File: src/rtl/core/nes_pkg.sv
// shared types, character codes and frequency table for the note event stream sequencer
package nes_pkg;

    typedef enum logic [1:0] {
        KIND_TONE    = 2'd0,
        KIND_SILENCE = 2'd1,
        KIND_END     = 2'd2
    } kind_t;

    localparam logic [7:0] CHAR_BAR   = 8'h7C;
    localparam logic [7:0] CHAR_COLON = 8'h3A;
    localparam logic [7:0] CHAR_X     = 8'h58;
    localparam logic [7:0] CHAR_ZERO  = 8'h30;
    localparam logic [7:0] CHAR_NINE  = 8'h39;

    localparam int          NOTE_W   = 7;
    localparam int          FREQ_W   = 14;
    localparam int          DUR_W    = 32;
    localparam int          TIME_W   = 64;
    localparam logic [10:0] NOTE_MAX = 11'd127;
    localparam logic [35:0] DUR_MAX  = 36'h0_FFFF_FFFF;

    // command from the parser to the event stage
    typedef struct packed {
        kind_t              kind;
        logic [NOTE_W-1:0]  note;
        logic [DUR_W-1:0]   dur;
        logic               add_end;
    } cmd_t;

    // one result item
    typedef struct packed {
        kind_t              kind;
        logic [FREQ_W-1:0]  freq;
        logic [TIME_W-1:0]  start;
        logic [DUR_W-1:0]   dur;
        logic               last;
    } res_t;

    localparam logic [FREQ_W-1:0] FREQ_ROM [128] = '{
        14'd8, 14'd8, 14'd9, 14'd9, 14'd10, 14'd10, 14'd11, 14'd12,
        14'd12, 14'd13, 14'd14, 14'd15, 14'd16, 14'd17, 14'd18, 14'd19,
        14'd20, 14'd21, 14'd23, 14'd24, 14'd25, 14'd27, 14'd29, 14'd30,
        14'd32, 14'd34, 14'd36, 14'd38, 14'd41, 14'd43, 14'd46, 14'd48,
        14'd51, 14'd55, 14'd58, 14'd61, 14'd65, 14'd69, 14'd73, 14'd77,
        14'd82, 14'd87, 14'd92, 14'd97, 14'd103, 14'd110, 14'd116, 14'd123,
        14'd130, 14'd138, 14'd146, 14'd155, 14'd164, 14'd174, 14'd184, 14'd195,
        14'd207, 14'd220, 14'd233, 14'd246, 14'd261, 14'd277, 14'd293, 14'd311,
        14'd329, 14'd349, 14'd369, 14'd391, 14'd415, 14'd440, 14'd466, 14'd493,
        14'd523, 14'd554, 14'd587, 14'd622, 14'd659, 14'd698, 14'd739, 14'd783,
        14'd830, 14'd880, 14'd932, 14'd987, 14'd1046, 14'd1108, 14'd1174, 14'd1244,
        14'd1318, 14'd1396, 14'd1479, 14'd1567, 14'd1661, 14'd1760, 14'd1864, 14'd1975,
        14'd2093, 14'd2217, 14'd2349, 14'd2489, 14'd2637, 14'd2793, 14'd2959, 14'd3135,
        14'd3322, 14'd3520, 14'd3729, 14'd3951, 14'd4186, 14'd4434, 14'd4698, 14'd4978,
        14'd5274, 14'd5587, 14'd5919, 14'd6271, 14'd6644, 14'd7040, 14'd7458, 14'd7902,
        14'd8372, 14'd8869, 14'd9397, 14'd9956, 14'd10548, 14'd11175, 14'd11839, 14'd12543
    };

    function automatic logic [FREQ_W-1:0] freq_lookup(input logic [NOTE_W-1:0] note);
        return FREQ_ROM[note];
    endfunction

endpackage

File: src/rtl/core/nes_fifo.sv
// small register queue used between the parser and event stage and on the result side
module nes_fifo #(
    parameter int WIDTH = 8,
    parameter int DEPTH = 4
) (
    input  logic             clk,
    input  logic             rst_n,
    input  logic             push,
    input  logic [WIDTH-1:0] wr_data,
    output logic             full,
    input  logic             pop,
    output logic [WIDTH-1:0] rd_data,
    output logic             empty
);

    localparam int PTR_W = (DEPTH > 1) ? $clog2(DEPTH) : 1;
    localparam int CNT_W = $clog2(DEPTH + 1);

    logic [WIDTH-1:0] mem_reg [DEPTH];
    logic [PTR_W-1:0] wr_ptr_reg, wr_ptr_next;
    logic [PTR_W-1:0] rd_ptr_reg, rd_ptr_next;
    logic [CNT_W-1:0] count_reg, count_next;
    logic             do_push, do_pop;

    assign full    = (count_reg == CNT_W'(DEPTH));
    assign empty   = (count_reg == '0);
    assign do_push = push && !full;
    assign do_pop  = pop && !empty;
    assign rd_data = mem_reg[rd_ptr_reg];

    always_comb
    begin
        wr_ptr_next = wr_ptr_reg;
        rd_ptr_next = rd_ptr_reg;
        count_next  = count_reg;
        if (do_push)
        begin
            wr_ptr_next = (wr_ptr_reg == PTR_W'(DEPTH - 1)) ? '0 : wr_ptr_reg + 1'b1;
        end
        if (do_pop)
        begin
            rd_ptr_next = (rd_ptr_reg == PTR_W'(DEPTH - 1)) ? '0 : rd_ptr_reg + 1'b1;
        end
        case ({do_push, do_pop})
            2'b10:   count_next = count_reg + 1'b1;
            2'b01:   count_next = count_reg - 1'b1;
            default: count_next = count_reg;
        endcase
    end

    always_ff @(posedge clk or negedge rst_n)
    begin
        if (!rst_n)
        begin
            wr_ptr_reg <= '0;
            rd_ptr_reg <= '0;
            count_reg  <= '0;
        end
        else
        begin
            wr_ptr_reg <= wr_ptr_next;
            rd_ptr_reg <= rd_ptr_next;
            count_reg  <= count_next;
        end
    end

    always_ff @(posedge clk)
    begin
        if (do_push)
        begin
            mem_reg[wr_ptr_reg] <= wr_data;
        end
    end

endmodule

File: src/rtl/core/nes_front.sv
// byte parser: tracks note and duration fields and issues event commands
module nes_front (
    input  logic           clk,
    input  logic           rst_n,
    input  logic           in_take,
    input  logic [7:0]     song_byte,
    input  logic           song_last,
    output logic           cmd_push,
    output nes_pkg::cmd_t  cmd
);

    logic                       in_dur_reg, in_dur_next;
    logic [nes_pkg::NOTE_W-1:0] note_reg, note_next;
    logic                       note_big_reg, note_big_next;
    logic                       note_has_reg, note_has_next;
    logic                       note_stop_reg, note_stop_next;
    logic                       silence_reg, silence_next;
    logic [1:0]                 char_cnt_reg, char_cnt_next;
    logic [nes_pkg::DUR_W-1:0]  dur_reg, dur_next;
    logic                       dur_has_reg, dur_has_next;
    logic                       dur_stop_reg, dur_stop_next;
    logic                       done_reg, done_next;

    logic        is_digit;
    logic [3:0]  digit;
    logic        is_bar;
    logic        ok;
    logic [10:0] note_acc;
    logic [35:0] dur_acc;

    assign is_digit = (song_byte >= nes_pkg::CHAR_ZERO) && (song_byte <= nes_pkg::CHAR_NINE);
    assign digit    = 4'(song_byte - nes_pkg::CHAR_ZERO);
    assign is_bar   = (song_byte == nes_pkg::CHAR_BAR) && (in_dur_reg || char_cnt_reg != 2'd0);
    assign ok       = in_dur_reg && dur_has_reg &&
                      (silence_reg || (note_has_reg && !note_big_reg));
    assign note_acc = {1'b0, note_reg, 3'b000} + {3'b000, note_reg, 1'b0} + {7'd0, digit};
    assign dur_acc  = {1'b0, dur_reg, 3'b000} + {3'b000, dur_reg, 1'b0} + {32'd0, digit};

    always_comb
    begin
        in_dur_next    = in_dur_reg;
        note_next      = note_reg;
        note_big_next  = note_big_reg;
        note_has_next  = note_has_reg;
        note_stop_next = note_stop_reg;
        silence_next   = silence_reg;
        char_cnt_next  = char_cnt_reg;
        dur_next       = dur_reg;
        dur_has_next   = dur_has_reg;
        dur_stop_next  = dur_stop_reg;
        done_next      = done_reg;
        cmd_push       = 1'b0;
        cmd.kind       = nes_pkg::KIND_END;
        cmd.note       = note_reg;
        cmd.dur        = dur_reg;
        cmd.add_end    = 1'b0;

        if (in_take && !done_reg)
        begin
            if (is_bar)
            begin
                cmd_push = 1'b1;
                if (ok)
                begin
                    cmd.kind       = silence_reg ? nes_pkg::KIND_SILENCE : nes_pkg::KIND_TONE;
                    cmd.add_end    = song_last;
                    done_next      = song_last;
                    in_dur_next    = 1'b0;
                    note_next      = '0;
                    note_big_next  = 1'b0;
                    note_has_next  = 1'b0;
                    note_stop_next = 1'b0;
                    silence_next   = 1'b0;
                    char_cnt_next  = 2'd0;
                    dur_next       = '0;
                    dur_has_next   = 1'b0;
                    dur_stop_next  = 1'b0;
                end
                else
                begin
                    done_next = 1'b1;
                end
            end
            else
            begin
                if (!in_dur_reg)
                begin
                    if (song_byte == nes_pkg::CHAR_COLON)
                    begin
                        in_dur_next = 1'b1;
                    end
                    else
                    begin
                        silence_next = (char_cnt_reg == 2'd0) && (song_byte == nes_pkg::CHAR_X);
                        if (char_cnt_reg != 2'd2)
                        begin
                            char_cnt_next = char_cnt_reg + 1'b1;
                        end
                        if (!note_stop_reg)
                        begin
                            if (!is_digit)
                            begin
                                note_stop_next = 1'b1;
                            end
                            else
                            begin
                                note_has_next = 1'b1;
                                if (!note_big_reg)
                                begin
                                    if (note_acc > nes_pkg::NOTE_MAX)
                                    begin
                                        note_big_next = 1'b1;
                                    end
                                    else
                                    begin
                                        note_next = note_acc[nes_pkg::NOTE_W-1:0];
                                    end
                                end
                            end
                        end
                    end
                end
                else if (!dur_stop_reg)
                begin
                    if (!is_digit)
                    begin
                        dur_stop_next = 1'b1;
                    end
                    else
                    begin
                        dur_has_next = 1'b1;
                        dur_next     = (dur_acc > nes_pkg::DUR_MAX) ?
                                       nes_pkg::DUR_MAX[nes_pkg::DUR_W-1:0] :
                                       dur_acc[nes_pkg::DUR_W-1:0];
                    end
                end
                if (song_last)
                begin
                    cmd_push  = 1'b1;
                    done_next = 1'b1;
                end
            end
        end
    end

    always_ff @(posedge clk or negedge rst_n)
    begin
        if (!rst_n)
        begin
            in_dur_reg    <= 1'b0;
            note_reg      <= '0;
            note_big_reg  <= 1'b0;
            note_has_reg  <= 1'b0;
            note_stop_reg <= 1'b0;
            silence_reg   <= 1'b0;
            char_cnt_reg  <= 2'd0;
            dur_reg       <= '0;
            dur_has_reg   <= 1'b0;
            dur_stop_reg  <= 1'b0;
            done_reg      <= 1'b0;
        end
        else
        begin
            in_dur_reg    <= in_dur_next;
            note_reg      <= note_next;
            note_big_reg  <= note_big_next;
            note_has_reg  <= note_has_next;
            note_stop_reg <= note_stop_next;
            silence_reg   <= silence_next;
            char_cnt_reg  <= char_cnt_next;
            dur_reg       <= dur_next;
            dur_has_reg   <= dur_has_next;
            dur_stop_reg  <= dur_stop_next;
            done_reg      <= done_next;
        end
    end

endmodule

File: src/rtl/core/nes_back.sv
// event stage: frequency lookup, start time and result generation
module nes_back (
    input  logic                        clk,
    input  logic                        rst_n,
    input  logic [nes_pkg::TIME_W-1:0]  song_start,
    input  logic                        cmd_empty,
    input  nes_pkg::cmd_t               cmd,
    output logic                        cmd_pop,
    input  logic                        res_full,
    output logic                        res_push,
    output nes_pkg::res_t               res
);

    logic                        pend_end_reg, pend_end_next;
    logic [nes_pkg::TIME_W-1:0]  offset_reg, offset_next;
    logic                        go;

    assign go       = !cmd_empty && !res_full;
    assign res_push = go;

    always_comb
    begin
        pend_end_next = pend_end_reg;
        offset_next   = offset_reg;
        cmd_pop       = 1'b0;
        res.start     = song_start + offset_reg;
        res.kind      = nes_pkg::KIND_END;
        res.freq      = '0;
        res.dur       = '0;
        res.last      = 1'b1;
        if (pend_end_reg || cmd.kind == nes_pkg::KIND_END)
        begin
            if (go)
            begin
                cmd_pop       = 1'b1;
                pend_end_next = 1'b0;
            end
        end
        else
        begin
            res.kind = cmd.kind;
            res.freq = (cmd.kind == nes_pkg::KIND_TONE) ? nes_pkg::freq_lookup(cmd.note) : '0;
            res.dur  = cmd.dur;
            res.last = !cmd.add_end;
            if (go)
            begin
                offset_next   = offset_reg + {32'd0, cmd.dur};
                cmd_pop       = !cmd.add_end;
                pend_end_next = cmd.add_end;
            end
        end
    end

    always_ff @(posedge clk or negedge rst_n)
    begin
        if (!rst_n)
        begin
            pend_end_reg <= 1'b0;
            offset_reg   <= '0;
        end
        else
        begin
            pend_end_reg <= pend_end_next;
            offset_reg   <= offset_next;
        end
    end

`ifndef SYNTHESIS
    a_pend_has_cmd: assert property (@(posedge clk) disable iff (!rst_n)
        pend_end_reg |-> !cmd_empty)
        else $error("pending end without a command");
    a_pend_clears: assert property (@(posedge clk) disable iff (!rst_n)
        pend_end_reg && !res_full |=> !pend_end_reg)
        else $error("pending end not retired");
    a_offset_hold: assert property (@(posedge clk) disable iff (!rst_n)
        !res_push |=> $stable(offset_reg))
        else $error("offset moved without a result");
    a_pop_only_done: assert property (@(posedge clk) disable iff (!rst_n)
        cmd_pop |-> res_push && res.last)
        else $error("command popped before its final result");
`endif

endmodule

File: src/rtl/core/note_event_stream_sequencer.sv
// top level of the note event stream sequencer
// usage:
//   song text goes in one byte per transfer on push/full (song_byte, song_last);
//   events come out on empty/pop as event_kind, frequency_hz, start_us,
//   duration_us and last_in_run, oldest first
//   song_start_us is loaded via cfg_valid/cfg_ready; the user must write it only
//   while the block is idle (not enforced by the block); cfg_ready is always high
// timing:
//   one byte accepted per cycle while full is low; a closing bar or final byte
//   writes its command into the command queue when it is taken, and the event
//   stage moves its result into the result queue, whose head drives the ports
//   the event stage retires one result per cycle while the result queue has
//   room, so a byte that gives a tone plus the song end yields two results
// reset:
//   clears the parser, the time offset, both queues and song_start_us
// stalls:
//   when pop is held low the result queue fills, the event stage waits, the
//   command queue fills and full rises; plain text bytes keep flowing until then
module note_event_stream_sequencer #(
    parameter int CMD_DEPTH = 4,
    parameter int RES_DEPTH = 4
) (
    input  logic        clk,
    input  logic        rst_n,
    input  logic        push,
    output logic        full,
    input  logic [7:0]  song_byte,
    input  logic        song_last,
    output logic        empty,
    input  logic        pop,
    output logic [1:0]  event_kind,
    output logic [13:0] frequency_hz,
    output logic [63:0] start_us,
    output logic [31:0] duration_us,
    output logic        last_in_run,
    input  logic        cfg_valid,
    output logic        cfg_ready,
    input  logic [63:0] song_start_us
);

    localparam int CMD_W = $bits(nes_pkg::cmd_t);
    localparam int RES_W = $bits(nes_pkg::res_t);

    logic [63:0]          song_start_reg;
    logic                 in_take;
    logic                 cmd_push, cmd_pop, cmd_full, cmd_empty;
    nes_pkg::cmd_t        cmd_in, cmd_out;
    logic [CMD_W-1:0]     cmd_rd;
    logic                 res_push, res_full;
    nes_pkg::res_t        res_in, res_out;
    logic [RES_W-1:0]     res_rd;

    assign cfg_ready = 1'b1;
    assign full      = cmd_full;
    assign in_take   = push && !cmd_full;

    always_ff @(posedge clk or negedge rst_n)
    begin
        if (!rst_n)
        begin
            song_start_reg <= '0;
        end
        else if (cfg_valid && cfg_ready)
        begin
            song_start_reg <= song_start_us;
        end
    end

    nes_front u_front (
        .clk       (clk),
        .rst_n     (rst_n),
        .in_take   (in_take),
        .song_byte (song_byte),
        .song_last (song_last),
        .cmd_push  (cmd_push),
        .cmd       (cmd_in)
    );

    nes_fifo #(
        .WIDTH (CMD_W),
        .DEPTH (CMD_DEPTH)
    ) u_cmd_q (
        .clk     (clk),
        .rst_n   (rst_n),
        .push    (cmd_push),
        .wr_data (cmd_in),
        .full    (cmd_full),
        .pop     (cmd_pop),
        .rd_data (cmd_rd),
        .empty   (cmd_empty)
    );

    assign cmd_out = nes_pkg::cmd_t'(cmd_rd);

    nes_back u_back (
        .clk        (clk),
        .rst_n      (rst_n),
        .song_start (song_start_reg),
        .cmd_empty  (cmd_empty),
        .cmd        (cmd_out),
        .cmd_pop    (cmd_pop),
        .res_full   (res_full),
        .res_push   (res_push),
        .res        (res_in)
    );

    nes_fifo #(
        .WIDTH (RES_W),
        .DEPTH (RES_DEPTH)
    ) u_res_q (
        .clk     (clk),
        .rst_n   (rst_n),
        .push    (res_push),
        .wr_data (res_in),
        .full    (res_full),
        .pop     (pop),
        .rd_data (res_rd),
        .empty   (empty)
    );

    assign res_out      = nes_pkg::res_t'(res_rd);
    assign event_kind   = res_out.kind;
    assign frequency_hz = res_out.freq;
    assign start_us     = res_out.start;
    assign duration_us  = res_out.dur;
    assign last_in_run  = res_out.last;

endmodule

File: config.mk
export PLATFORM = sky130hd
export DESIGN_NAME = note_event_stream_sequencer
export DESIGN_NICKNAME = d
export VERILOG_FILES = /design/src/rtl/core/nes_pkg.sv /design/src/rtl/core/nes_fifo.sv /design/src/rtl/core/nes_front.sv /design/src/rtl/core/nes_back.sv /design/src/rtl/core/note_event_stream_sequencer.sv
export SDC_FILE = /design/constraint.sdc
export NUM_CORES = 1
export LEC_CHECK = 0
export BUFFER_PORTS_ARGS = -buffer_cell sky130_fd_sc_hd__buf_4
export CAP_MARGIN = 20
export CORE_UTILIZATION = 55
export DETAILED_ROUTE_END_ITERATION = 7
export PLACE_DENSITY_LB_ADDON = 0.25
export SETUP_SLACK_MARGIN = 0.4
export SLEW_MARGIN = 20
export SYNTH_ARGS = -nofsm -noshare
export SYNTH_HDL_FRONTEND = slang
export SYNTH_SLANG_ARGS = --single-unit
File: constraint.sdc
create_clock -name clk -period 6.4 [get_ports clk]
set_clock_uncertainty 0.2 [all_clocks]
set_input_delay 0.32 -clock clk [delete_from_list [all_inputs] [get_ports clk]]
set_output_delay 0.32 -clock clk [all_outputs]
set_load 0.01 [all_outputs]
Word-level counts from Yosys, hierarchy flattened. Memories as Yosys holds them, arrays and structs flattened. Index checks and enable logic that the tools add are counted.

Output and inout port bits: 116. Bits in writable memories: 620. Input port bits: 78. Bits in registers: 192. Memory bits (read-only): 1792. Logic and storage cells: 194. Memories: 3.

Equal/unequal tests: 22. Multiplexer cells: 83. Bitwise operators: 2. $add $sub $neg: 16. Reductions and logical operators: 43. $lt $le $gt $ge: 5.

Memory list: (no name shown) (depth 128, bits a word 14, read ports 1, clocked after Yosys merged registers in 0, wr ports 0, line nes_pkg.sv:60) `return FREQ_ROM[note];`; u_res_q.mem_reg (depth 4, bits a word 113, read ports 1, clocked after Yosys merged registers in 0, wr ports 1, line nes_fifo.sv:19) `logic [WIDTH-1:0] mem_reg [DEPTH];`; u_cmd_q.mem_reg (depth 4, bits a word 42, read ports 1, clocked after Yosys merged registers in 0, wr ports 1, line nes_fifo.sv:19).

Operators by type and width (count): two-way mux 32 bit (6); adder 64 x 32 -> 64 bit (1); adder 64 bit (1); two-way mux 7 bit (8); two-way mux 1 bit (50); two-way mux 14 bit (3); adder 35 x 33 -> 36 bit (1); adder 36 x 4 -> 36 bit (1); > comparator 36 x 32 -> 1 bit (second input constant) (1); two-way mux 33 bit (1); two-way mux 2 bit (12); equality test 8 x 7 -> 1 bit (second input constant) (2); two-way mux 16 bit (1); equality test 2 bit (second input constant) (7); nonzero test 2 bit (7); logical AND 1 bit (13); inequality test 2 bit (second input constant) (6); case mux 3 bit (2 select lines) (2); adder 10 x 8 -> 11 bit (1); adder 11 x 4 -> 11 bit (1); > comparator 11 x 7 -> 1 bit (second input constant) (1); adder 2 x 1 -> 2 bit (second input constant) (5); AND reduction 5 bit (2); equality test 8 x 6 -> 1 bit (second input constant) (1); 20 further kinds (37).

Logic depth before layout (Yosys ltp). Gate-level depths: netlist of run 1.

Depth in word-level cells: 10. Gate-level depth with buffers: 19. Gate-level depth less buffers: 14.

Hierarchy. Synthesis of run 1 repeated with hierarchy kept, for this count alone.

Cells, all modules: 2801. Area, all modules: 39955.8 um2.

By module, submodules not included: nes_fifo at u_res_q (seq. area each 13748.2 um2, times used 1, area each 16728.5 um2, cells an instance 631); nes_back (seq. area each 1626.6 um2, times used 1, area each 9424.0 um2, cells an instance 1261); nes_fifo at u_cmd_q (seq. area each 5220.0 um2, times used 1, area each 6568.8 um2, cells an instance 260); nes_front (seq. area each 1226.2 um2, times used 1, area each 4538.1 um2, cells an instance 511); note_event_stream_sequencer (seq. area each 1601.5 um2, times used 1, area each 2696.3 um2, cells an instance 138).

Worst setup path before layout of run 1. No wires, ideal clock.

Path kind: reg-to-reg. Start point: register u_cmd_q.rd_ptr_reg[0]. End point: register u_back.offset_reg[49] (netlist bit). Data arrival time: 4.403 ns. Setup time: 0.132 ns. Stages on the path, launching flop included: 18. Path slack: 1.666 ns. Buffers on the path: 5. Required time: 6.068 ns. Clock period less this slack: 4.734 ns. Path through: dfrtp_1 -> clkbuf_2 -> buf_2 -> buf_2 -> buf_1 -> mux4_2 -> ha_1 -> and4_1 -> nand3_1 -> nor3_1 -> nand2b_1 -> o2111ai_1 -> a211oi_1 -> a211o_1 -> a31oi_2 -> buf_2 -> nor3_1 -> xor2_1.

Cells in the longest elaborated chain, start to end: 5. Elaborated cells between the ends (all ways): 6. Those cells by class: 1 x add/sub; 1 x eq/ne; 1 x bitwise; 2 x reduce/logical; 1 x memory.

RTL lines: start, declared (line nes_fifo.sv:21) `logic [PTR_W-1:0] rd_ptr_reg, rd_ptr_next;`; start signal, assigned (line nes_fifo.sv:62) `rd_ptr_reg <= rd_ptr_next;`; memory (4 x 42 bit) (*); parallel branches: the longest is 4 deep, another holds adder 64 x 32 -> 64 bit; end signal, assigned (line nes_back.sv:64) `offset_reg <= offset_next;`; end, declared (line nes_back.sv:15) `logic [nes_pkg::TIME_W-1:0] offset_reg, offset_next;`.

Every way passes the cells marked *. A chain may end at the register's enable or synchronous reset.

Worst setup path after layout of run 1.
Start point: register u_cmd_q.rd_ptr_reg[0]. End point: register u_back.offset_reg[33] (netlist bit).

Same word-level chain as after synthesis.

==> results of run 1 <==
[cells by family (layout without fill, tap and decap cells)]
logic type	count (synthesis)	count (layout)	share of synthesized area
flip-flops	812	812	0.596
AO/OA/AOI/OAI	622	622	0.0998
AND/OR/NAND/NOR	597	597	0.0735
multiplexers	241	241	0.113
adder cells (fa/ha/maj)	199	199	0.0649
buffers and inverters	195	524	0.0197
XOR/XNOR	149	149	0.0332
other	1	2	0.0000954
[per-stage QoR]
step | total power (W) | hold slack [ns]
2_1_floorplan | 0.0145 | -0.176
3_3_place_gp | 0.0174 | 0.110
3_5_place_dp | 0.0177 | 0.108
4_1_cts | 0.0226 | 0.00482
6_report | 0.0225 | 0.00448
5_1_grt | 0.0237 | 0.0486
[worst max path at each step]
stage                                                 start                                 to  slack, ns  cells after the start
after floorplan           u_cmd_q.rd_ptr_reg[0]$_DFFE_PN0P_  u_back.offset_reg[49]$_DFFE_PN0P_       1.67                     17
final                     u_cmd_q.rd_ptr_reg[0]$_DFFE_PN0P_  u_back.offset_reg[33]$_DFFE_PN0P_       1.50                     12
after global placement    u_cmd_q.rd_ptr_reg[0]$_DFFE_PN0P_  u_back.offset_reg[33]$_DFFE_PN0P_       1.64                     12
after global routing      u_cmd_q.rd_ptr_reg[0]$_DFFE_PN0P_  u_back.offset_reg[51]$_DFFE_PN0P_       1.17                     12
after CTS                 u_cmd_q.rd_ptr_reg[0]$_DFFE_PN0P_  u_back.offset_reg[33]$_DFFE_PN0P_       1.49                     12
after detailed placement  u_cmd_q.rd_ptr_reg[0]$_DFFE_PN0P_  u_back.offset_reg[33]$_DFFE_PN0P_       1.50                     12
[power by group through the flow]
stage	sequential (W)	combinational (W)	clock, W
2_1_floorplan	0.00851	0.00595	0
3_3_place_gp	0.00878	0.00857	0
3_5_place_dp	0.00892	0.00875	0
4_1_cts	0.00883	0.00884	0.00495
5_1_grt	0.00897	0.00955	0.00516
6_report	0.00881	0.00882	0.00487
[routing by layer]
metal	vias to the layer above	track usage
li1	11400	-
met1	12600	0.349
met2	771	0.421
met3	126	0.0332
met4	0	0.0727
met5	-	0
[layout by cell type, fill, tap and decap left out, drive strengths merged, types with 18 or more instances in the layout]
cell type and n:
edfxtp 620, buf 217, a21oi 204, dfrtp 192, ha 191, nand2 190
o21ai 163, mux4 154, nor2 137, clkbuf 100, xnor2 94, inv 82
dlygate4sd3 75, mux2 71, and2 56, xor2 55, a21o 49, nand3 42
o21bai 37, nor3 34, clkinv 33, nand4 24, nand2b 22, nor2b 21
o21a 20, a31oi 19, o211ai 18, a211oi 18
[critical path, cell delays in order (launching register included)]
cell      delay (ns)
dfrtp_2         0.90
mux4_2          0.63
ha_1            0.38
a21oi_1         0.20
nand2_1         0.10
a21oi_1         0.18
o21ai_0         0.13
a211oi_1        0.43
a211oi_1        0.22
a211o_1         0.36
a31oi_2         0.66
nor3b_1         0.17
xor2_1          0.18
[final cells by class]
class                      count  area (um2)  area share
multi-input combinational   1809       15100       0.334
clock buffer                  99        2150      0.0474
timing repair buffer         293        2450      0.0542
sequential                   812       23400       0.518
antenna                        1        2.50   0.0000553
inverter                      77         289     0.00639
tap                          940        1180      0.0260
clock inverter                55         623      0.0138
[timing repair]
| item | in CTS | in global routing |
|---|---|---|
| hold endpoints to repair | 129 | 0 |
| hold buffers | 75 | 0 |
| setup endpoints to repair | 0 | 0 |
[synthesized netlist by cell type (71+ instances only)]
| master | count | area share |
|---|---|---|
| nand2_1 | 190 | 0.018 |
| edfxtp_1 | 620 | 0.47 |
| mux2_2 | 71 | 0.020 |
| clkbuf_1 | 87 | 0.0083 |
| a21oi_1 | 193 | 0.025 |
| xnor2_1 | 94 | 0.021 |
| inv_1 | 77 | 0.0074 |
| nor2_1 | 137 | 0.013 |
| o21ai_0 | 154 | 0.020 |
| dfrtp_1 | 192 | 0.12 |
| mux4_2 | 154 | 0.088 |
| ha_1 | 191 | 0.061 |
==> flow_summary.html, run 1 <==
<table>
<tr><th>Metric</th><th>Value</th></tr>
<tr><th colspan="2">Outcome</th></tr>
<tr><td>Status</td><td>finished, final reports clean</td></tr>
<tr><th colspan="2">Die</th></tr>
<tr><td>Area of the die</td><td>72,500 um2</td></tr>
<tr><td>Area inside the core boundary</td><td>70,400 um2</td></tr>
<tr><td>IO Pins</td><td>194</td></tr>
<tr><td>FP Rows</td><td>97</td></tr>
<tr><td>Floorplan die height</td><td>269 um</td></tr>
<tr><td>Initial cell density of the core</td><td>0.558</td></tr>
<tr><td>Die Wd</td><td>269 um</td></tr>
<tr><th colspan="2">Power</th></tr>
<tr><td>Relative contribution of sequential cells to total power</td><td>0.392</td></tr>
<tr><td>Leakage component of the power</td><td>17.5 nW</td></tr>
<tr><td>Switching fraction of total power</td><td>0.353</td></tr>
<tr><td>Internal power consumption</td><td>0.0146 W</td></tr>
<tr><td>Ratio of total power to cell area</td><td>497 nW/um2</td></tr>
<tr><td>Fraction of power consumed by combinational cells</td><td>0.392</td></tr>
<tr><td>Worst IR Drop VDD</td><td>0.000471 V</td></tr>
<tr><td>Net load switching power</td><td>0.00795 W</td></tr>
<tr><td>Clock power share</td><td>0.216</td></tr>
<tr><th colspan="2">Routing</th></tr>
<tr><td>Detail Route Antenna Nets</td><td>0</td></tr>
<tr><td>First DRT Iteration DRCs</td><td>1,974</td></tr>
<tr><td>1st-pass router iterations</td><td>7</td></tr>
<tr><td>Routed Wire Length</td><td>91,600 um</td></tr>
<tr><td>DRC violations left</td><td>0</td></tr>
<tr><td>Wire length on met2</td><td>44,800 um</td></tr>
<tr><td>Detailed-route via count</td><td>24,800</td></tr>
<tr><td>Met3 layer wire length in the routed design</td><td>4730 um</td></tr>
<tr><td>Highest metal used</td><td>met4</td></tr>
<tr><td>Detailed-route vias per instance</td><td>6.07</td></tr>
<tr><td>M1 wire length</td><td>40,000 um</td></tr>
<tr><td>Routed wire per std cell</td><td>22.4 um</td></tr>
<tr><th colspan="2">Placement</th></tr>
<tr><td>Post-DP HPWL</td><td>61,100 um</td></tr>
<tr><td>Number of I/O port buffers</td><td>192</td></tr>
<tr><td>Pre-CTS setup slack</td><td>1.50 ns</td></tr>
<tr><td>Cell Count Post-Placement</td><td>3,855</td></tr>
<tr><td>Placement Cell Area</td><td>41,700 um2</td></tr>
<tr><td>Routability congestion estimate from global placement</td><td>0.937</td></tr>
<tr><th colspan="2">Clock network</th></tr>
<tr><td>Buffer depth of the longest clock path</td><td>3</td></tr>
<tr><td>Cell chosen for the clock root</td><td>clkbuf_16</td></tr>
<tr><td>Sinks on the clock net</td><td>812</td></tr>
<tr><td>Clock-pin slew reported for the worst setup and hold paths after clock tree synthesis</td><td>0.06 ns</td></tr>
<tr><td>Post-cts gate resize count</td><td>0</td></tr>
<tr><td>CTS tree</td><td>done</td></tr>
<tr><td>Setup Fix Bufs, Post-CTS</td><td>0</td></tr>
<tr><td>CTS H-Tree Depth</td><td>3</td></tr>
<tr><td>Worst skew pair latency</td><td>0.64 ns</td></tr>
<tr><td>Num CTS Buffers</td><td>82</td></tr>
<tr><th colspan="2">Final layout</th></tr>
<tr><td>Post-route insts no fill</td><td>4,086</td></tr>
<tr><td>Ratio of cells with drive above 1 in the final layout</td><td>0.199</td></tr>
<tr><td>Fraction of the core area covered by cells at the end of the flow</td><td>0.643</td></tr>
<tr><td>Final Instance Area</td><td>45,300 um2</td></tr>
<tr><td>Flip-flop count of the largest register, all copies and words added</td><td>452</td></tr>
<tr><td>Synthesis-to-finish area growth</td><td>15.1%</td></tr>
<tr><td>Filler Cells Inserted</td><td>5,025</td></tr>
<tr><td># nets final</td><td>3,352</td></tr>
<tr><th colspan="2">Synth</th></tr>
<tr><td>Post-synthesis cell type count</td><td>85</td></tr>
<tr><td>Number of instances in the synthesized netlist</td><td>2,816</td></tr>
<tr><td>Count of flip-flops with a built-in enable after synthesis</td><td>620</td></tr>
<tr><td>Portion of the post-synthesis area used by sequential elements</td><td>0.596</td></tr>
<tr><td>Main flop type after synthesis</td><td>edfxtp_1</td></tr>
<tr><td>Number of synthesized register bits</td><td>812</td></tr>
<tr><td>Fraction of registers with async set/reset</td><td>0.236</td></tr>
<tr><td>Average instance area after synthesis</td><td>14.0 um2</td></tr>
<tr><td>Count of warnings emitted by yosys</td><td>0</td></tr>
<tr><td>Synth Cell Area</td><td>39,300 um2</td></tr>
<tr><td>Post-synth net total</td><td>3,093</td></tr>
<tr><th colspan="2">STA</th></tr>
<tr><td>Setup violation total in the final timing report</td><td>0</td></tr>
<tr><td>Final cycle utilization of the critical path</td><td>0.766</td></tr>
<tr><td>Relative slew slack</td><td>0.247</td></tr>
<tr><td>RSZ-0062 raised after global routing</td><td>no</td></tr>
<tr><td>Time the worst path needs with I/O delays and setup</td><td>4.90 ns</td></tr>
<tr><td>Maximum frequency from static timing analysis</td><td>204 MHz</td></tr>
<tr><td>Final TNS setup</td><td>0 ns</td></tr>
<tr><td>Final setup margin</td><td>1.50 ns</td></tr>
<tr><td>Final Hold Fails</td><td>0</td></tr>
<tr><td>Final max-slew violation count</td><td>0</td></tr>
<tr><td>Actual slew at the worst max-slew pin</td><td>1.13 ns</td></tr>
<tr><th colspan="2">Run</th></tr>
<tr><td>Number of maximum-capacitance constraint violations</td><td>0</td></tr>
<tr><th colspan="2">Critical path</th></tr>
<tr><td>Kind of capture point of the worst setup path</td><td>flop</td></tr>
<tr><td>Worst Setup Start Kind</td><td>flop</td></tr>
<tr><td>Path type of the worst setup path</td><td>flop to flop</td></tr>
<tr><td>Arr. time, crit path</td><td>5.20 ns</td></tr>
<tr><td>Worst reg2reg path startpoint</td><td>u_cmd_q.rd_ptr_reg[0]$_DFFE_PN0P_</td></tr>
<tr><td>Critical path data required time</td><td>6.70 ns</td></tr>
<tr><td>Cell count of the worst reg-to-reg path</td><td>12</td></tr>
<tr><td>FF-to-FF setup slack</td><td>1.50 ns</td></tr>
<tr><td>Worst Path Max Fanout</td><td>23</td></tr>
<tr><td>Worst reg2reg endpoint</td><td>u_back.offset_reg[33]$_DFFE_PN0P_</td></tr>
<tr><th colspan="2">Global route</th></tr>
<tr><td>Initial antenna violation count</td><td>2</td></tr>
<tr><td>Wire length of the first global-routing pass</td><td>143,000 um</td></tr>
<tr><td>Vias in the first global route</td><td>25,300</td></tr>
<tr><td>Pin count of the biggest net entering global routing</td><td>142</td></tr>
<tr><td>Combined global-route utilization of all metal layers</td><td>0.253</td></tr>
<tr><td>Grt ovf</td><td>0</td></tr>
<tr><th colspan="2">Hold path</th></tr>
<tr><td>Worst min-delay path category</td><td>input pin to async pin</td></tr>
</table>
No activity file was read; power rests on OpenSTA's default activity.
==> inputs of run 2 (changes only) <==
--- a/config.mk
+++ b/config.mk
@@ -5,6 +5,7 @@
 export SDC_FILE = /design/constraint.sdc
 export NUM_CORES = 1
 export LEC_CHECK = 0
+export ABC_AREA = 1
 export BUFFER_PORTS_ARGS = -buffer_cell sky130_fd_sc_hd__buf_4
 export CAP_MARGIN = 20
 export CORE_UTILIZATION = 55
==> constraint.sdc (replaced) <==
create_clock -name clk -period 4.3 [get_ports clk]
set_clock_uncertainty 0.2 [all_clocks]
set_input_delay 0.215 -clock clk [delete_from_list [all_inputs] [get_ports clk]]
set_output_delay 0.215 -clock clk [all_outputs]
set_load 0.01 [all_outputs]
==> flow_summary.html, run 2 <==
<table>
<tr><th>Metric</th><th>Value</th></tr>
<tr><th colspan="2">Synth</th></tr>
<tr><td>Post-synth net total</td><td>4,926</td></tr>
<tr><td>Most frequent cell after synthesis</td><td>nand2_1</td></tr>
<tr><td>Synth Cell Area</td><td>43,100 um2</td></tr>
<tr><td>Number of synthesized register bits</td><td>812</td></tr>
<tr><td>Count of flip-flops with a built-in enable after synthesis</td><td>620</td></tr>
<tr><td>Main flop type after synthesis</td><td>edfxtp_1</td></tr>
<tr><td>Biggest area consumer among synthesized cells</td><td>edfxtp_1</td></tr>
<tr><td>Cell types occupying the most area after synthesis</td><td>edfxtp_1 (43%), dfrtp_1 (11%), nand2_1 (8.8%)</td></tr>
<tr><td>Average instance area after synthesis</td><td>9.28 um2</td></tr>
<tr><td>Count of warnings emitted by yosys</td><td>0</td></tr>
<tr><td>Number of instances in the synthesized netlist</td><td>4,649</td></tr>
<tr><td>Most frequent cells after synthesis</td><td>nand2_1 (1,006), nor2_1 (652), edfxtp_1 (620), o21ai_0 (429), inv_1 (394)</td></tr>
<tr><td>Post-synthesis cell type count</td><td>64</td></tr>
<tr><td>Proportion of netlist area held by the largest area contributor</td><td>0.432</td></tr>
<tr><td>Portion of the post-synthesis area used by sequential elements</td><td>0.543</td></tr>
<tr><td>Fraction of registers with async set/reset</td><td>0.236</td></tr>
<tr><th colspan="2">Final layout</th></tr>
<tr><td>Synthesis-to-finish area growth</td><td>14.5%</td></tr>
<tr><td>Flip-flop count of the largest register, all copies and words added</td><td>452</td></tr>
<tr><td>Post-route insts no fill</td><td>6,012</td></tr>
<tr><td>Ratio of cells with drive above 1 in the final layout</td><td>0.110</td></tr>
<tr><td># nets final</td><td>5,184</td></tr>
<tr><td>Most common cell after layout, fill and taps aside</td><td>nand2_1</td></tr>
<tr><td>Highest-count cells in the layout ignoring fill and taps</td><td>nand2_1 (1,006), nor2_1 (644), edfxtp_1 (620), o21ai_0 (428), inv_1 (392)</td></tr>
<tr><th colspan="2">Global route</th></tr>
<tr><td>Pin count of the biggest net entering global routing</td><td>138</td></tr>
<tr><td>Wire length of the first global-routing pass</td><td>187,000 um</td></tr>
<tr><td>Initial antenna violation count</td><td>1</td></tr>
<tr><td>Combined global-route utilization of all metal layers</td><td>0.311</td></tr>
<tr><td>Grt ovf</td><td>0</td></tr>
<tr><td>Vias in the first global route</td><td>32,600</td></tr>
<tr><th colspan="2">Die</th></tr>
<tr><td>Initial cell density of the core</td><td>0.557</td></tr>
<tr><td>Floorplan die height</td><td>282 um</td></tr>
<tr><td>Area of the die</td><td>79,500 um2</td></tr>
<tr><td>FP Rows</td><td>102</td></tr>
<tr><td>Area inside the core boundary</td><td>77,500 um2</td></tr>
<tr><td>Die Wd</td><td>282 um</td></tr>
<tr><td>IO Pins</td><td>194</td></tr>
<tr><th colspan="2">STA</th></tr>
<tr><td>Relative slew slack</td><td>0.292</td></tr>
<tr><td>Final Hold Fails</td><td>0</td></tr>
<tr><td>Final max-slew violation count</td><td>0</td></tr>
<tr><td>Final setup margin</td><td>0.684 ns</td></tr>
<tr><td>Min Hold Slack</td><td>0.0847 ns</td></tr>
<tr><td>Setup violation total in the final timing report</td><td>0</td></tr>
<tr><td>RSZ-0062 raised after global routing</td><td>yes</td></tr>
<tr><td>Actual slew at the worst max-slew pin</td><td>1.06 ns</td></tr>
<tr><td>Final cycle utilization of the critical path</td><td>0.841</td></tr>
<tr><td>Final TNS setup</td><td>0 ns</td></tr>
<tr><td>Time the worst path needs with I/O delays and setup</td><td>3.62 ns</td></tr>
<tr><td>Maximum frequency from static timing analysis</td><td>277 MHz</td></tr>
<tr><th colspan="2">Placement</th></tr>
<tr><td>Number of I/O port buffers</td><td>192</td></tr>
<tr><td>Post-DP HPWL</td><td>90,900 um</td></tr>
<tr><td>Cell Count Post-Placement</td><td>5,783</td></tr>
<tr><td>Pre-CTS setup slack</td><td>0.390 ns</td></tr>
<tr><td>Routability congestion estimate from global placement</td><td>0.989</td></tr>
<tr><th colspan="2">Hold path</th></tr>
<tr><td>Worst min-delay path category</td><td>input pin to flop</td></tr>
<tr><td>Hold Path Depth</td><td>2</td></tr>
<tr><th colspan="2">Routing</th></tr>
<tr><td>Detailed-route via count</td><td>34,400</td></tr>
<tr><td>First DRT Iteration DRCs</td><td>2,958</td></tr>
<tr><td>DRC violations left</td><td>0</td></tr>
<tr><td>Detail Route Antenna Nets</td><td>0</td></tr>
<tr><td>Routed Wire Length</td><td>124,000 um</td></tr>
<tr><td>Routed wire per std cell</td><td>20.7 um</td></tr>
<tr><td>Detailed-route vias per instance</td><td>5.72</td></tr>
<tr><td>1st-pass router iterations</td><td>6</td></tr>
<tr><th colspan="2">Clock network</th></tr>
<tr><td>Setup Fix Bufs, Post-CTS</td><td>0</td></tr>
<tr><td>Buffer depth of the longest clock path</td><td>3</td></tr>
<tr><td>Worst skew pair latency</td><td>0.64 ns</td></tr>
<tr><td>CTS tree</td><td>done</td></tr>
<tr><td>CTS H-Tree Depth</td><td>3</td></tr>
<tr><td>Num CTS Buffers</td><td>79</td></tr>
<tr><td>Cell chosen for the clock root</td><td>clkbuf_16</td></tr>
<tr><td>Clock-pin slew reported for the worst setup and hold paths after clock tree synthesis</td><td>0.06 ns</td></tr>
<tr><td>Sinks on the clock net</td><td>812</td></tr>
<tr><th colspan="2">Critical path</th></tr>
<tr><td>Critical path data required time</td><td>4.61 ns</td></tr>
<tr><td>Worst Path Max Fanout</td><td>24</td></tr>
<tr><td>Arr. time, crit path</td><td>3.93 ns</td></tr>
<tr><td>Path type of the worst setup path</td><td>flop to flop</td></tr>
<tr><td>Kind of capture point of the worst setup path</td><td>flop</td></tr>
<tr><td>Worst Setup Start Kind</td><td>flop</td></tr>
<tr><td>Cell count of the worst reg-to-reg path</td><td>15</td></tr>
<tr><th colspan="2">Power</th></tr>
<tr><td>Worst IR Drop VDD</td><td>0.000459 V</td></tr>
<tr><td>Ratio of total power to cell area</td><td>770 nW/um2</td></tr>
<tr><td>Leakage component of the power</td><td>20.9 nW</td></tr>
<tr><th colspan="2">Outcome</th></tr>
<tr><td>Status</td><td>finished, final reports clean</td></tr>
<tr><th colspan="2">Run</th></tr>
<tr><td>Number of maximum-capacitance constraint violations</td><td>0</td></tr>
</table>
[run 2: cell types whose count changed after synthesis, moves of 52 or more]
cell / previous run / this run
and2_1: 55 / 3
inv_1: 77 / 394
mux4_2: 154 / 0
nand2_1: 190 / 1006
nand3_1: 42 / 190
nor2_1: 137 / 652
o21ai_0: 154 / 429
o22ai_1: 5 / 117
[run 2: layer usage]
layer  GRT usage  part of all wire  vias to the layer above
li1            -                 -                    16400
met1       0.439              0.43                    16500
met2       0.501              0.46                     1299
met3      0.0390             0.074                      203
met4      0.0994             0.030                        0
met5           0                 0                        -
[run 2: metrics by stage]
step	util	area, um2	power, W
detailed placement	0.591	45800	0.0306
global route	0.637	49400	0.0402
finish	0.637	49400	0.0380
global placement	0.591	45800	0.0303
floorplan	-	43100	0.0239
CTS	0.637	49400	0.0379
[run 2: what timing repair did]
action                                 CTS  global route
gates resized for setup                  1             3
endpoints found under the hold margin  280             0
setup endpoints to repair                2             7
hold buffers                            83             0
[run 2: cells by family (layout without fill, tap and decap cells)]
family	count (synthesis)	after routing	share of synthesized area
flip-flops	812	812	0.543
AND/OR/NAND/NOR	2041	2041	0.197
XOR/XNOR	104	104	0.0211
buffers and inverters	552	874	0.0516
AO/OA/AOI/OAI	876	876	0.111
multiplexers	64	64	0.0167
other	1	2	0.0000870
adder cells (fa/ha/maj)	199	199	0.0591
[run 2: worst paths after layout]
path | startpoint | to | slack, ns
max | u_cmd_q.rd_ptr_reg[1]$_DFFE_PN0P_ | u_back.offset_reg[54]$_DFFE_PN0P_ | 0.68
min | cfg_valid | song_start_reg[1]$_DFFE_PN0P_ | 0.08
min in group asynchronous | rst_n | u_res_q.wr_ptr_reg[1]$_DFFE_PN0P_ | 0.57
max in group asynchronous | rst_n | song_start_reg[49]$_DFFE_PN0P_ | 2.67
min reg2reg | u_cmd_q.count_reg[1]$_DFFE_PN0P_ | u_cmd_q.count_reg[1]$_DFFE_PN0P_ | 0.28
max reg2reg | u_cmd_q.rd_ptr_reg[1]$_DFFE_PN0P_ | u_back.offset_reg[54]$_DFFE_PN0P_ | 0.68
[run 2: area by class of cell]
class	instances	area [um2]
multi-input combinational	3285	17500
clock buffer	96	2120
tap	1040	1300
timing repair buffer	322	2820
antenna	1	2.50
inverter	407	1540
fill	6290	28100
sequential	812	23400
clock inverter	49	602
[run 2: worst max-delay path, stage by stage, from the launching register on]
cell	delay (ns)
dfrtp_1	0.39
inv_2	0.37
buf_4	0.29
nor2_1	0.08
o21ai_0	0.11
nand2_1	0.22
ha_1	0.42
nand2_1	0.10
nor2_1	0.19
nand2_1	0.10
nor2_1	0.21
nand3_1	0.15
nand3_1	0.23
nand3_1	0.17
o21ai_0	0.18
nand2_1	0.07
[run 2: report_power, final]
group	internal, W	total, W	switching, W
Clock	0.00422	0.00724	0.00302
Combinational	0.00553	0.0176	0.0121
Sequential	0.0122	0.0131	0.000971
Total	0.0219	0.0380	0.0161
